<file path="src/hdl/fmpm_pkg.sv">
`default_nettype none
package fmpm_pkg;

    localparam int PHASE_BITS_DEF  = 32;
    localparam int SAMPLE_BITS_DEF = 16;

    localparam int GAIN_W  = 31;
    localparam int AMP_W   = 15;
    localparam int ANGLE_W = 32;
    localparam int OUT_W   = 16;
    localparam int CFG_IDX_W = 2;

    localparam logic [CFG_IDX_W-1:0] REG_DEV_GAIN  = 2'd0;
    localparam logic [CFG_IDX_W-1:0] REG_AMPLITUDE = 2'd1;
    localparam logic [CFG_IDX_W-1:0] REG_MUTE      = 2'd2;

    localparam logic [GAIN_W-1:0] DEV_GAIN_RST  = 31'd559240533;
    localparam logic [AMP_W-1:0]  AMPLITUDE_RST = 15'd29204;

    localparam logic [29:0] AMP_COMP   = 30'd652032874;
    localparam int          AMP_SHIFT  = 22;
    localparam int          AMP_X_W    = 23;
    localparam int          XY_W       = 26;
    localparam int          ROT_STEPS  = 20;
    localparam int          ITER_W     = 5;
    localparam int          QUEUE_DEPTH = 4;

    typedef struct packed {
        logic                 mute;
        logic [ANGLE_W-1:0]   angle;
    } t_fe_item;

    function automatic logic [ANGLE_W-1:0] atan_turns(input logic [ITER_W-1:0] idx);
        logic [ANGLE_W-1:0] v;
        unique case (idx)
            5'd0:    v = 32'h2000_0000;
            5'd1:    v = 32'h12E4_051E;
            5'd2:    v = 32'h09FB_385B;
            5'd3:    v = 32'h0511_11D4;
            5'd4:    v = 32'h028B_0D43;
            5'd5:    v = 32'h0145_D7E1;
            5'd6:    v = 32'h00A2_F61E;
            5'd7:    v = 32'h0051_7C55;
            5'd8:    v = 32'h0028_BE53;
            5'd9:    v = 32'h0014_5F2F;
            5'd10:   v = 32'h000A_2F98;
            5'd11:   v = 32'h0005_17CC;
            5'd12:   v = 32'h0002_8BE6;
            5'd13:   v = 32'h0001_45F3;
            5'd14:   v = 32'h0000_A2FA;
            5'd15:   v = 32'h0000_517D;
            5'd16:   v = 32'h0000_28BE;
            5'd17:   v = 32'h0000_145F;
            5'd18:   v = 32'h0000_0A30;
            5'd19:   v = 32'h0000_0518;
            default: v = '0;
        endcase
        return v;
    endfunction

endpackage
`default_nettype wire

</file>
<file path="src/hdl/fm_phase_modulator_core.sv">
// Unmuted items pass one at a time through the shared 20-step CORDIC rotator;
// muted items skip it and load zeros straight into the output register.
// The input side runs ahead into a 4-entry queue, so accepts continue
// while the rotator is busy.
// Reset (synchronous, active low): phase zero, queue and output empty,
// registers at gain 559240533, amplitude 29204, mute off.
`default_nettype none
module fm_phase_modulator_core #(
    parameter int PHASE_BITS  = fmpm_pkg::PHASE_BITS_DEF,
    parameter int SAMPLE_BITS = fmpm_pkg::SAMPLE_BITS_DEF
) (
    input  wire logic                                 i_clk,
    input  wire logic                                 i_rst_n,
    input  wire logic                                 i_s_axis_tvalid,
    output logic                                      o_s_axis_tready,
    // [SAMPLE_BITS-1:0] audio_sample, zero fill to a whole byte
    input  wire logic [((SAMPLE_BITS + 7) / 8) * 8 - 1:0] i_s_axis_tdata,
    output logic                                      o_m_axis_tvalid,
    input  wire logic                                 i_m_axis_tready,
    // [15:0] out_i, [31:16] out_q
    output logic [2 * fmpm_pkg::OUT_W - 1:0]          o_m_axis_tdata,
    input  wire logic                                 i_cfg_we,
    input  wire logic [fmpm_pkg::CFG_IDX_W-1:0]       i_cfg_addr,
    input  wire logic [fmpm_pkg::GAIN_W-1:0]          i_cfg_wdata
);

    logic [fmpm_pkg::GAIN_W-1:0] r_dev_gain;
    logic [fmpm_pkg::AMP_W-1:0]  r_amplitude;
    logic                        r_mute;

    logic               w_push;
    logic               w_full;
    logic               w_pop;
    logic               w_empty;
    fmpm_pkg::t_fe_item w_push_item;
    fmpm_pkg::t_fe_item w_head_item;
    logic signed [fmpm_pkg::OUT_W-1:0] w_out_i;
    logic signed [fmpm_pkg::OUT_W-1:0] w_out_q;

    always_ff @(posedge i_clk) begin
        if (!i_rst_n) begin
            r_dev_gain  <= fmpm_pkg::DEV_GAIN_RST;
            r_amplitude <= fmpm_pkg::AMPLITUDE_RST;
            r_mute      <= 1'b0;
        end else if (i_cfg_we) begin
            unique case (i_cfg_addr)
                fmpm_pkg::REG_DEV_GAIN:  r_dev_gain  <= i_cfg_wdata;
                fmpm_pkg::REG_AMPLITUDE: r_amplitude <= i_cfg_wdata[fmpm_pkg::AMP_W-1:0];
                fmpm_pkg::REG_MUTE:      r_mute      <= i_cfg_wdata[0];
                default: ;
            endcase
        end
    end

    fmpm_front #(
        .PHASE_BITS  (PHASE_BITS),
        .SAMPLE_BITS (SAMPLE_BITS)
    ) u_front (
        .i_clk    (i_clk),
        .i_rst_n  (i_rst_n),
        .i_valid  (i_s_axis_tvalid),
        .o_ready  (o_s_axis_tready),
        .i_sample ($signed(i_s_axis_tdata[SAMPLE_BITS-1:0])),
        .i_gain   (r_dev_gain),
        .i_mute   (r_mute),
        .o_push   (w_push),
        .o_item   (w_push_item),
        .i_full   (w_full)
    );

    fmpm_queue #(
        .DEPTH (fmpm_pkg::QUEUE_DEPTH)
    ) u_queue (
        .i_clk   (i_clk),
        .i_rst_n (i_rst_n),
        .i_push  (w_push),
        .i_item  (w_push_item),
        .o_full  (w_full),
        .i_pop   (w_pop),
        .o_item  (w_head_item),
        .o_empty (w_empty)
    );

    fmpm_rotator u_rotator (
        .i_clk       (i_clk),
        .i_rst_n     (i_rst_n),
        .i_amplitude (r_amplitude),
        .i_empty     (w_empty),
        .i_item      (w_head_item),
        .o_pop       (w_pop),
        .o_valid     (o_m_axis_tvalid),
        .i_ready     (i_m_axis_tready),
        .o_i         (w_out_i),
        .o_q         (w_out_q)
    );

    assign o_m_axis_tdata = {w_out_q, w_out_i};

endmodule
`default_nettype wire

</file>
<file path="src/hdl/fmpm_front.sv">
`default_nettype none
module fmpm_front #(
    parameter int PHASE_BITS  = fmpm_pkg::PHASE_BITS_DEF,
    parameter int SAMPLE_BITS = fmpm_pkg::SAMPLE_BITS_DEF
) (
    input  wire logic                              i_clk,
    input  wire logic                              i_rst_n,
    input  wire logic                              i_valid,
    output logic                                   o_ready,
    input  wire logic signed [SAMPLE_BITS-1:0]     i_sample,
    input  wire logic [fmpm_pkg::GAIN_W-1:0]       i_gain,
    input  wire logic                              i_mute,
    output logic                                   o_push,
    output fmpm_pkg::t_fe_item                     o_item,
    input  wire logic                              i_full
);

    localparam int PROD_W = fmpm_pkg::GAIN_W + 1 + SAMPLE_BITS;
    localparam int STEP_W = PROD_W - SAMPLE_BITS + 1;
    localparam int EXT_W  = (PHASE_BITS > STEP_W) ? PHASE_BITS : STEP_W;

    logic                      r_vld;
    logic                      r_mute;
    logic signed [PROD_W-1:0]  r_prod;
    logic [PHASE_BITS-1:0]     r_phase;
    logic signed [STEP_W-1:0]  w_step;
    logic signed [EXT_W-1:0]   w_step_ext;
    logic [PHASE_BITS-1:0]     n_phase;
    logic [fmpm_pkg::ANGLE_W-1:0] w_angle;

    assign o_ready = !r_vld || !i_full;
    assign o_push  = r_vld && !i_full;

    assign w_step     = $signed(r_prod[PROD_W-1:SAMPLE_BITS-1]);
    assign w_step_ext = EXT_W'(w_step);
    assign n_phase    = r_phase + w_step_ext[PHASE_BITS-1:0];

    generate
        if (PHASE_BITS >= fmpm_pkg::ANGLE_W) begin : g_top
            assign w_angle = n_phase[PHASE_BITS-1 -: fmpm_pkg::ANGLE_W];
        end else begin : g_pad
            assign w_angle = {n_phase, {(fmpm_pkg::ANGLE_W - PHASE_BITS){1'b0}}};
        end
    endgenerate

    assign o_item.mute  = r_mute;
    assign o_item.angle = w_angle;

    always_ff @(posedge i_clk) begin
        if (!i_rst_n) begin
            r_vld   <= 1'b0;
            r_phase <= '0;
        end else begin
            if (o_push && !r_mute) begin
                r_phase <= n_phase;
            end
            if (i_valid && o_ready) begin
                r_vld <= 1'b1;
            end else if (o_push) begin
                r_vld <= 1'b0;
            end
        end
    end

    always_ff @(posedge i_clk) begin
        if (i_valid && o_ready) begin
            r_prod <= $signed({1'b0, i_gain}) * i_sample;
            r_mute <= i_mute;
        end
    end

endmodule
`default_nettype wire

</file>
<file path="src/hdl/fmpm_queue.sv">
`default_nettype none
module fmpm_queue #(
    parameter int DEPTH = fmpm_pkg::QUEUE_DEPTH
) (
    input  wire logic               i_clk,
    input  wire logic               i_rst_n,
    input  wire logic               i_push,
    input  wire fmpm_pkg::t_fe_item i_item,
    output logic                    o_full,
    input  wire logic               i_pop,
    output fmpm_pkg::t_fe_item      o_item,
    output logic                    o_empty
);

    localparam int PTR_W = (DEPTH > 1) ? $clog2(DEPTH) : 1;
    localparam int CNT_W = $clog2(DEPTH + 1);

    fmpm_pkg::t_fe_item r_mem [DEPTH];
    logic [PTR_W-1:0]   r_wr_ptr;
    logic [PTR_W-1:0]   r_rd_ptr;
    logic [CNT_W-1:0]   r_count;

    assign o_full  = (r_count == CNT_W'(DEPTH));
    assign o_empty = (r_count == '0);
    assign o_item  = r_mem[r_rd_ptr];

    always_ff @(posedge i_clk) begin
        if (!i_rst_n) begin
            r_wr_ptr <= '0;
            r_rd_ptr <= '0;
            r_count  <= '0;
        end else begin
            if (i_push) begin
                r_wr_ptr <= (r_wr_ptr == PTR_W'(DEPTH - 1)) ? '0 : r_wr_ptr + 1'b1;
            end
            if (i_pop) begin
                r_rd_ptr <= (r_rd_ptr == PTR_W'(DEPTH - 1)) ? '0 : r_rd_ptr + 1'b1;
            end
            if (i_push && !i_pop) begin
                r_count <= r_count + 1'b1;
            end else if (i_pop && !i_push) begin
                r_count <= r_count - 1'b1;
            end
        end
    end

    always_ff @(posedge i_clk) begin
        if (i_push) begin
            r_mem[r_wr_ptr] <= i_item;
        end
    end

endmodule
`default_nettype wire

</file>
<file path="src/hdl/fmpm_rotator.sv">
`default_nettype none
module fmpm_rotator (
    input  wire logic                         i_clk,
    input  wire logic                         i_rst_n,
    input  wire logic [fmpm_pkg::AMP_W-1:0]   i_amplitude,
    input  wire logic                         i_empty,
    input  wire fmpm_pkg::t_fe_item           i_item,
    output logic                              o_pop,
    output logic                              o_valid,
    input  wire logic                         i_ready,
    output logic signed [fmpm_pkg::OUT_W-1:0] o_i,
    output logic signed [fmpm_pkg::OUT_W-1:0] o_q
);

    localparam int XY_W  = fmpm_pkg::XY_W;
    localparam int Z_W   = fmpm_pkg::ANGLE_W;
    localparam int AX_W  = fmpm_pkg::AMP_X_W;
    localparam int AP_W  = fmpm_pkg::AMP_W + 30;
    localparam int RND_W = XY_W + 1;
    localparam int SH_W  = RND_W - 8;

    localparam logic [1:0] ST_IDLE = 2'd0;
    localparam logic [1:0] ST_RUN  = 2'd1;
    localparam logic [1:0] ST_DONE = 2'd2;

    localparam logic signed [Z_W:0] QUARTER = 33'sh0_4000_0000;
    localparam logic signed [Z_W:0] HALF    = 33'sh0_8000_0000;
    localparam logic [fmpm_pkg::ITER_W-1:0] LAST_ITER =
        fmpm_pkg::ITER_W'(fmpm_pkg::ROT_STEPS - 1);

    logic [1:0]                      r_state;
    logic [fmpm_pkg::ITER_W-1:0]     r_iter;
    logic [AX_W-1:0]                 r_amp_x;
    logic signed [XY_W-1:0]          r_x;
    logic signed [XY_W-1:0]          r_y;
    logic signed [Z_W-1:0]           r_z;
    logic                            r_out_vld;
    logic signed [fmpm_pkg::OUT_W-1:0] r_out_i;
    logic signed [fmpm_pkg::OUT_W-1:0] r_out_q;

    logic [AP_W-1:0]         w_amp_prod;
    logic                    w_out_free;
    logic                    w_out_load;
    logic signed [Z_W:0]     w_z0;
    logic signed [Z_W:0]     w_zf;
    logic                    w_neg;
    logic signed [XY_W-1:0]  w_x0;
    logic signed [XY_W-1:0]  w_dx;
    logic signed [XY_W-1:0]  w_dy;
    logic signed [Z_W-1:0]   w_atan;
    logic signed [fmpm_pkg::OUT_W-1:0] w_ri;
    logic signed [fmpm_pkg::OUT_W-1:0] w_rq;

    function automatic logic signed [fmpm_pkg::OUT_W-1:0] round_sat(
        input logic signed [XY_W-1:0] v
    );
        logic signed [RND_W-1:0] s;
        logic signed [SH_W-1:0]  r;
        logic signed [fmpm_pkg::OUT_W-1:0] o;
        s = RND_W'(v) + RND_W'(128);
        r = SH_W'(s >>> 8);
        if (r > SH_W'(32767)) begin
            o = 16'sh7FFF;
        end else if (r < -SH_W'(32768)) begin
            o = -16'sh8000;
        end else begin
            o = fmpm_pkg::OUT_W'(r);
        end
        return o;
    endfunction

    assign w_amp_prod = AP_W'(i_amplitude) * AP_W'(fmpm_pkg::AMP_COMP);
    assign w_out_free = !r_out_vld || i_ready;

    assign w_z0 = (Z_W + 1)'($signed(i_item.angle));
    always_comb begin
        w_neg = 1'b0;
        w_zf  = w_z0;
        if (w_z0 > QUARTER) begin
            w_zf  = w_z0 - HALF;
            w_neg = 1'b1;
        end else if (w_z0 < -QUARTER) begin
            w_zf  = w_z0 + HALF;
            w_neg = 1'b1;
        end
    end
    assign w_x0 = w_neg ? -$signed(XY_W'(r_amp_x)) : $signed(XY_W'(r_amp_x));

    assign w_dx   = r_y >>> r_iter;
    assign w_dy   = r_x >>> r_iter;
    assign w_atan = $signed(fmpm_pkg::atan_turns(r_iter));
    assign w_ri   = round_sat(r_x);
    assign w_rq   = round_sat(r_y);

    assign o_pop   = (r_state == ST_IDLE) && !i_empty && (!i_item.mute || w_out_free);
    assign o_valid = r_out_vld;
    assign o_i     = r_out_i;
    assign o_q     = r_out_q;

    assign w_out_load = (o_pop && i_item.mute) || ((r_state == ST_DONE) && w_out_free);

    always_ff @(posedge i_clk) begin
        if (!i_rst_n) begin
            r_state   <= ST_IDLE;
            r_out_vld <= 1'b0;
        end else begin
            if (w_out_load) begin
                r_out_vld <= 1'b1;
            end else if (i_ready) begin
                r_out_vld <= 1'b0;
            end
            unique case (r_state)
                ST_IDLE: begin
                    if (o_pop && !i_item.mute) begin
                        r_state <= ST_RUN;
                    end
                end
                ST_RUN: begin
                    if (r_iter == LAST_ITER) begin
                        r_state <= ST_DONE;
                    end
                end
                ST_DONE: begin
                    if (w_out_free) begin
                        r_state <= ST_IDLE;
                    end
                end
                default: begin
                    r_state <= ST_IDLE;
                end
            endcase
        end
    end

    always_ff @(posedge i_clk) begin
        r_amp_x <= AX_W'(w_amp_prod >> fmpm_pkg::AMP_SHIFT);
        if (r_state == ST_IDLE) begin
            r_iter <= '0;
            r_x    <= w_x0;
            r_y    <= '0;
            r_z    <= Z_W'(w_zf);
            if (o_pop && i_item.mute) begin
                r_out_i <= '0;
                r_out_q <= '0;
            end
        end else if (r_state == ST_RUN) begin
            r_iter <= r_iter + 1'b1;
            if (!r_z[Z_W-1]) begin
                r_x <= r_x - w_dx;
                r_y <= r_y + w_dy;
                r_z <= r_z - w_atan;
            end else begin
                r_x <= r_x + w_dx;
                r_y <= r_y - w_dy;
                r_z <= r_z + w_atan;
            end
        end else if (w_out_free) begin
            r_out_i <= w_ri;
            r_out_q <= w_rq;
        end
    end

endmodule
`default_nettype wire

</file>
<file path="config.mk">
export PLATFORM = sky130hd
export DESIGN_NAME = fm_phase_modulator_core
export DESIGN_NICKNAME = d
export VERILOG_FILES = /design/src/hdl/fmpm_pkg.sv /design/src/hdl/fm_phase_modulator_core.sv /design/src/hdl/fmpm_front.sv /design/src/hdl/fmpm_queue.sv /design/src/hdl/fmpm_rotator.sv
export SDC_FILE = /design/constraint.sdc
export NUM_CORES = 2
export LEC_CHECK = 0
export ABC_AREA = 1
export ABC_CLOCK_PERIOD_IN_PS = 8900
export BUFFER_PORTS_ARGS = -buffer_cell sky130_fd_sc_hd__buf_2
export CAP_MARGIN = 20
export CORE_MARGIN = 1
export CORE_UTILIZATION = 45
export DETAILED_ROUTE_END_ITERATION = 6
export SKIP_CTS_REPAIR_TIMING = 1
export SLEW_MARGIN = 40
export SYNTH_ARGS = -nofsm -noshare
export SYNTH_HDL_FRONTEND = slang
export SYNTH_SLANG_ARGS = --single-unit
</file>
<file path="constraint.sdc">
create_clock -name i_clk -period 8.9 [get_ports i_clk]
set_clock_uncertainty 0.2 [all_clocks]
set_input_delay 0.445 -clock i_clk [delete_from_list [all_inputs] [get_ports i_clk]]
set_output_delay 0.445 -clock i_clk [all_outputs]
set_load 0.1 [all_outputs]
</file>
# Word-level counts from Yosys, hierarchy flattened
# Memories as Yosys holds them, arrays and structs flattened. A register that Yosys moved wholly into a read port is not among the register bits.
# Cells that the tools add are included.
dict set report totals {
  output_inout_bits 34
  word_cells 137
  ram_bits 132
  romBits 960
  mem_count 2
  inputBits 54
  register_bits 282
}
dict set report classes {
  n_eq_ne 13
  magnitude_cmp 6
  reduce_logical 35
  multipliers 2
  add_sub_neg 17
  mux 41
  shift 2
}
# name depth word_bits rd rd_ports_with_merged_regs wr line_no
set mem_list {}
lappend mem_list {{(name not given)} 32 30 1 1 0 fmpm_pkg.sv:35} ;# unique case (idx)
lappend mem_list {u_queue.r_mem 4 33 1 1 1 fmpm_queue.sv:18} ;# fmpm_pkg::t_fe_item r_mem [DEPTH];
# op n
set op_table {}
lappend op_table {{$mux W16} 11}
lappend op_table {{$mux W32} 5}
lappend op_table {{$mux W26} 5}
lappend op_table {{$add A32 B32 Y32} 2}
lappend op_table {{$add A26 B9 Y27 const B} 2}
lappend op_table {{$add A26 B26 Y26} 2}
lappend op_table {{$sshr A26 B5 Y26} 2}
lappend op_table {{$sub A26 B26 Y26} 2}
lappend op_table {{$mul A32 B16 Y47} 1}
lappend op_table {{$mul A15 B29 Y44 const B} 1}
lappend op_table {{$gt A19 B16 Y1 const B} 2}
lappend op_table {{$lt A19 B16 Y1 const B} 2}
lappend op_table {{$add A32 B32 Y32 const B} 1}
lappend op_table {{$gt A32 B32 Y1 const B} 1}
lappend op_table {{$lt A32 B31 Y1 const B} 1}
lappend op_table {{$sub A32 B32 Y32} 1}
lappend op_table {{$sub A32 B32 Y32 const B} 1}
lappend op_table {{$neg A23 Y26} 1}
lappend op_table {{$mux W2} 7}
lappend op_table {{$logic_and A1 B1 Y1} 10}
lappend op_table {{$mux W5} 2}
lappend op_table {{$reduce_bool A2 Y1} 5}
lappend op_table {{$eq A2 B2 Y1 const B} 4}
lappend op_table {{$logic_not A1 Y1} 8}
lappend op_table {{17 further kinds} 37}

# Longest topological paths before layout
dict set report depth {
  ltp_word 7
  depth_mapped 35
  depth_no_buf 33
}

# Modules after synthesis
# Synthesis repeated with hierarchy kept, for this count alone.
dict set report hier_totals {
  cells_unflattened 7122
  area_unflattened_um2 53367.4
}
# module instances seq_area_each_um2 cells_per_inst area_each_um2
set by_module_without_submodules {}
lappend by_module_without_submodules {fmpm_rotator 1 4444.3 3424 24264.5}
lappend by_module_without_submodules {fmpm_front 1 1651.6 3051 21782.1}
lappend by_module_without_submodules {fmpm_queue 1 4144.0 378 5363.9}
lappend by_module_without_submodules {fm_phase_modulator_core 1 940.9 269 1956.9}

# Least setup slack after synthesis
# OpenSTA, ideal clock, no wires.
dict set report synth_timing {
  path_kind {input port to flip-flop}
  from {input port i_s_axis_tdata[15]}
  to {register u_front.r_prod[34] (data pin)}
  t_arrival_ns 5.699
  n_path_buf 1
  t_required_ns 8.431
  setup_ns 0.269
  setup_slack_ns 2.732
  cell_stages 21
  cell_sequence {inv_1 buf_1 nor2_1 fa_1 fa_1 fa_1 fa_1 fa_1 inv_1 fa_1 inv_1 ha_1 nand2_1 nor2_1 inv_1 nor2_1 nand3_1 o21ai_0 a21boi_0 o31ai_1 xor2_1}
}
dict set report synth_via {
  elab_chain_cells 1
}
# element line_no
set synth_rtl {}
lappend synth_rtl {{start, declared} fm_phase_modulator_core.sv:17} ;# input wire logic [((SAMPLE_BITS + 7) / 8) * 8 - 1:0] i_s_axis_tdata,
lappend synth_rtl {{$mul A32 B16 Y47} fmpm_front.sv:67} ;# r_prod <= $signed({1'b0, i_gain}) * i_sample;
lappend synth_rtl {{end signal, assigned} fmpm_front.sv:67}
lappend synth_rtl {{end, declared} fmpm_front.sv:24} ;# logic signed [PROD_W-1:0] r_prod;
# Every way passes these cells.
# A chain may end at the register's enable or synchronous reset.

# Worst setup path in the final report
dict set report layout_timing {
  from {register r_dev_gain[8] (netlist bit)}
  to {register u_front.r_prod[34] (data pin)}
}
dict set report layout_via {
  elab_chain_cells 1
}
# element line_no
set layout_rtl {}
lappend layout_rtl {{start, declared} fm_phase_modulator_core.sv:27} ;# logic [fmpm_pkg::GAIN_W-1:0] r_dev_gain;
lappend layout_rtl {{start signal, assigned} fm_phase_modulator_core.sv:42} ;# r_dev_gain <= fmpm_pkg::DEV_GAIN_RST;
lappend layout_rtl {{start signal, assigned} fm_phase_modulator_core.sv:47} ;# fmpm_pkg::REG_DEV_GAIN: r_dev_gain <= i_cfg_wdata;
lappend layout_rtl {{$mul A32 B16 Y47} fmpm_front.sv:67}
# Every way passes these cells.

==> out/results.ini <==
[worst_setup_path]
end_kind = flop
worstSetupStartpointType = flop
cp_data_required_time_ns = 9.06
arrival_ns = 7.18
crit_fanout = 17
critPathKind = flop to flop

[cells_and_area]
multi_input_area_um2 = 33700
layout.cells.non_filler = 8005
nets = 7505
drive_gt1_share_pct = 4.80
n_fill_cell = 11100
synthToLayoutAreaGrowth_pct = 7.62
seqCellArea_um2 = 11200
num_antenna_cells = 0

[synth]
synth_edf_count = 255
ys_seq_area_share_pct = 22.0
synth_common_cells = nand2_1 (1,464), inv_1 (1,338), fa_1 (576)
synth_area_leaders = fa_1 (23%), edfxtp_1 (15%), nand2_1 (11%)
yosys_warnings = 0
synth_area_um2 = 50900
synth_nets = 7541
yosys.area.top_type = fa_1
synth_ff_type = edfxtp_1
synth_async_sr_flop_share_pct = 0
yosysMostFrequentCell = nand2_1
ys_seq_elements = 431
synth.distinct_cells = 63
synth_cells = 6499
synth_top_area_share_pct = 22.6
syn_avg_cell_area_um2 = 7.83

[place]
dp.cells = 7884
hpwl_um = 107000
port_buffers = 87
routabilityCongestion = 0.927

[timing]
relSlewSlack_pct = 39.8
period_share_pct = 78.9
layout_min_cycle_time_ns = 7.02
rsz0062_at_grt = no
hold_viol = 1
worst_pin_slew_ns = 0.901
maxSlewViolCount = 0
setup_viol = 0
holdWs_ns = -0.0170
fin_tns_setup_ns = 0
fmax_mhz = 142

[clock_network]
cts_root_buffer = clkbuf_16
clkTransAtPathRegs_ns = 0.06
clock-sinks = 431
h-tree-depth = 2
clk_latency_ns = 0.65
numCtsBuffers = 50
cts_tree = yes
cts_buffer_depth = 3

[global_routing]
first_global_vias = 41100
grt_max_degree = 80
grt_usage_pct = 23.8
grt_overflow = 0
antenna_found_initial = 0
grt_pass1_wl_um = 220000

[detailed_routing]
viasPerCell = 5.17
drc = 2
drt-total-wl_um = 137000
wl_per_cell_um = 17.1
antenna_left = 0
drt_iter0_drc = 2850
drtPass1Iterations = 7
via_count = 41400

[status]
status = finished, violations left
violations = design-rule violations, negative hold slack

[floorplanning]
coreArea_um2 = 112000
num_rows = 123
fp.dieW_um = 338
die_y_um = 338
io_pins = 88
die-area_um2 = 114000
start_util_pct = 45.3

[hold_path]
min_path_type = primary input to flop

[run]
drv_cap = 0

-- cells by family after synthesis --
| group | after synthesis | synth area share [%] |
|---|---|---|
| DFF | 431 | 22.0 |
| buffers and inverters | 1590 | 12.0 |
| adders and majority gates | 988 | 32.8 |
| AOI/OAI and AO/OA | 991 | 11.1 |
| and+or+nand+nor | 2264 | 18.1 |
| muxes | 1 | 0.0197 |
| xor gates and xnor gates | 234 | 4.03 |
-- cells in the final DEF, fill, tap and decap left out, types with 8 or more instances in the layout --
cell           synthesis  routed
o22ai_1               11      11
nor2_1               384     377
bufinv_16              0      11
o21a_1                28      28
nand3_1              257     257
a21oi_1              351     351
o211ai_1              36      36
dfxtp_1              176     165
nor2_2                 6       8
o21ai_1               18      19
nand2_1             1464    1464
inv_1               1338    1333
o21ai_2               16      16
a31oi_1               28      28
o31ai_1                9       9
xor2_1               159     159
fa_1                 576     576
o21ai_0              377     375
clkbuf_16              0      51
a21o_1                19      19
nand4_1               26      26
a32o_1                28      28
ha_1                 412     412
clkinv_2               0      11
nor4_1                11      11
o21bai_1              40      40
buf_2                 29      87
edfxtp_1             255     255
dlygate4sd3_1          0      27
or2_2                 25      25
buf_4                  7      35
dfxtp_2                0      10
nor3_1                59      59
xnor2_1               75      75
-- layout make-up --
| cell class | instances | area share, % |
|---|---|---|
| multi-input combinational | 4478 | 61.5 |
| sequential | 431 | 20.4 |
| inverter | 1347 | 9.23 |
| tap | 1500 | 3.43 |
| clock buffer | 54 | 2.37 |
| timing repair buffer | 155 | 1.99 |
| clock inverter | 40 | 1.09 |
-- through the flow --
| stage | area [um^2] | hold WS [ns] | setup slack [ns] | utilization [%] |
|---|---|---|---|---|
| finish | 54800 | -0.0170 | 1.88 | 48.8 |
| global route | 54800 | 0.00468 | 1.49 | 48.8 |
| CTS | 54500 | -0.205 | 1.85 | 48.5 |
| detailed placement | 52600 | 0.256 | 1.63 | 46.8 |
| global placement | 52500 | 0.257 | 1.69 | 46.7 |
| floorplan | 50900 | 0.208 | 2.73 | - |
-- layer usage --
metal | GRT usage, % | vias to the layer above | wire length [um]
li1 | - | 20300 | -
met1 | 33.8 | 19800 | 63400
met4 | 5.74 | 0 | 3010
met2 | 38.9 | 1165 | 62700
met3 | 2.62 | 181 | 7850
met5 | 0 | - | 0
-- final timing paths --
check        cells after the start  slack (ns)                           end                        from
max reg2reg                     20        1.88  u_front.r_prod[34]$_DFFE_PP_  r_dev_gain[8]$_SDFFE_PN1P_
min                              3       -0.02   r_amplitude[3]$_SDFFE_PN0P_              i_cfg_wdata[3]
min reg2reg                      2        0.27    r_dev_gain[2]$_SDFFE_PN1P_  r_dev_gain[2]$_SDFFE_PN1P_
max                             20        1.88  u_front.r_prod[34]$_DFFE_PP_  r_dev_gain[8]$_SDFFE_PN1P_
-- sequential cells by signal (all words and copies together), names as in the netlist, 2 cells and up, named ones only --
register,count
r_amplitude,15
r_dev_gain,31
u_front.r_phase,32
u_front.r_prod,32
u_queue.r_count,3
u_queue.r_mem,132
u_queue.r_rd_ptr,2
u_queue.r_wr_ptr,2
u_rotator.o_i,16
u_rotator.o_q,16
u_rotator.r_amp_x,23
u_rotator.r_iter,5
u_rotator.r_state,2
u_rotator.r_x,26
u_rotator.r_y,26
u_rotator.r_z,32
u_rotator.w_atan,30
-- worst max-delay path, stage by stage (launching register included) --
cell	delay [ns]
dfxtp_1	0.91
nand2_1	0.20
fa_1	0.59
inv_1	0.05
fa_1	0.47
fa_1	0.52
fa_1	0.51
fa_1	0.56
inv_1	0.06
fa_1	0.53
inv_1	0.04
ha_1	0.34
nand2_1	0.11
nor2_1	0.12
inv_1	0.06
nor2_1	0.14
nand3_1	0.07
o21ai_0	0.49
a21boi_0	0.35
o31ai_1	0.32
xor2_1	0.10
Power is left out: the tool's default activity adds up to more than one toggle a clock period on the data nets, which glitch-free logic cannot reach.
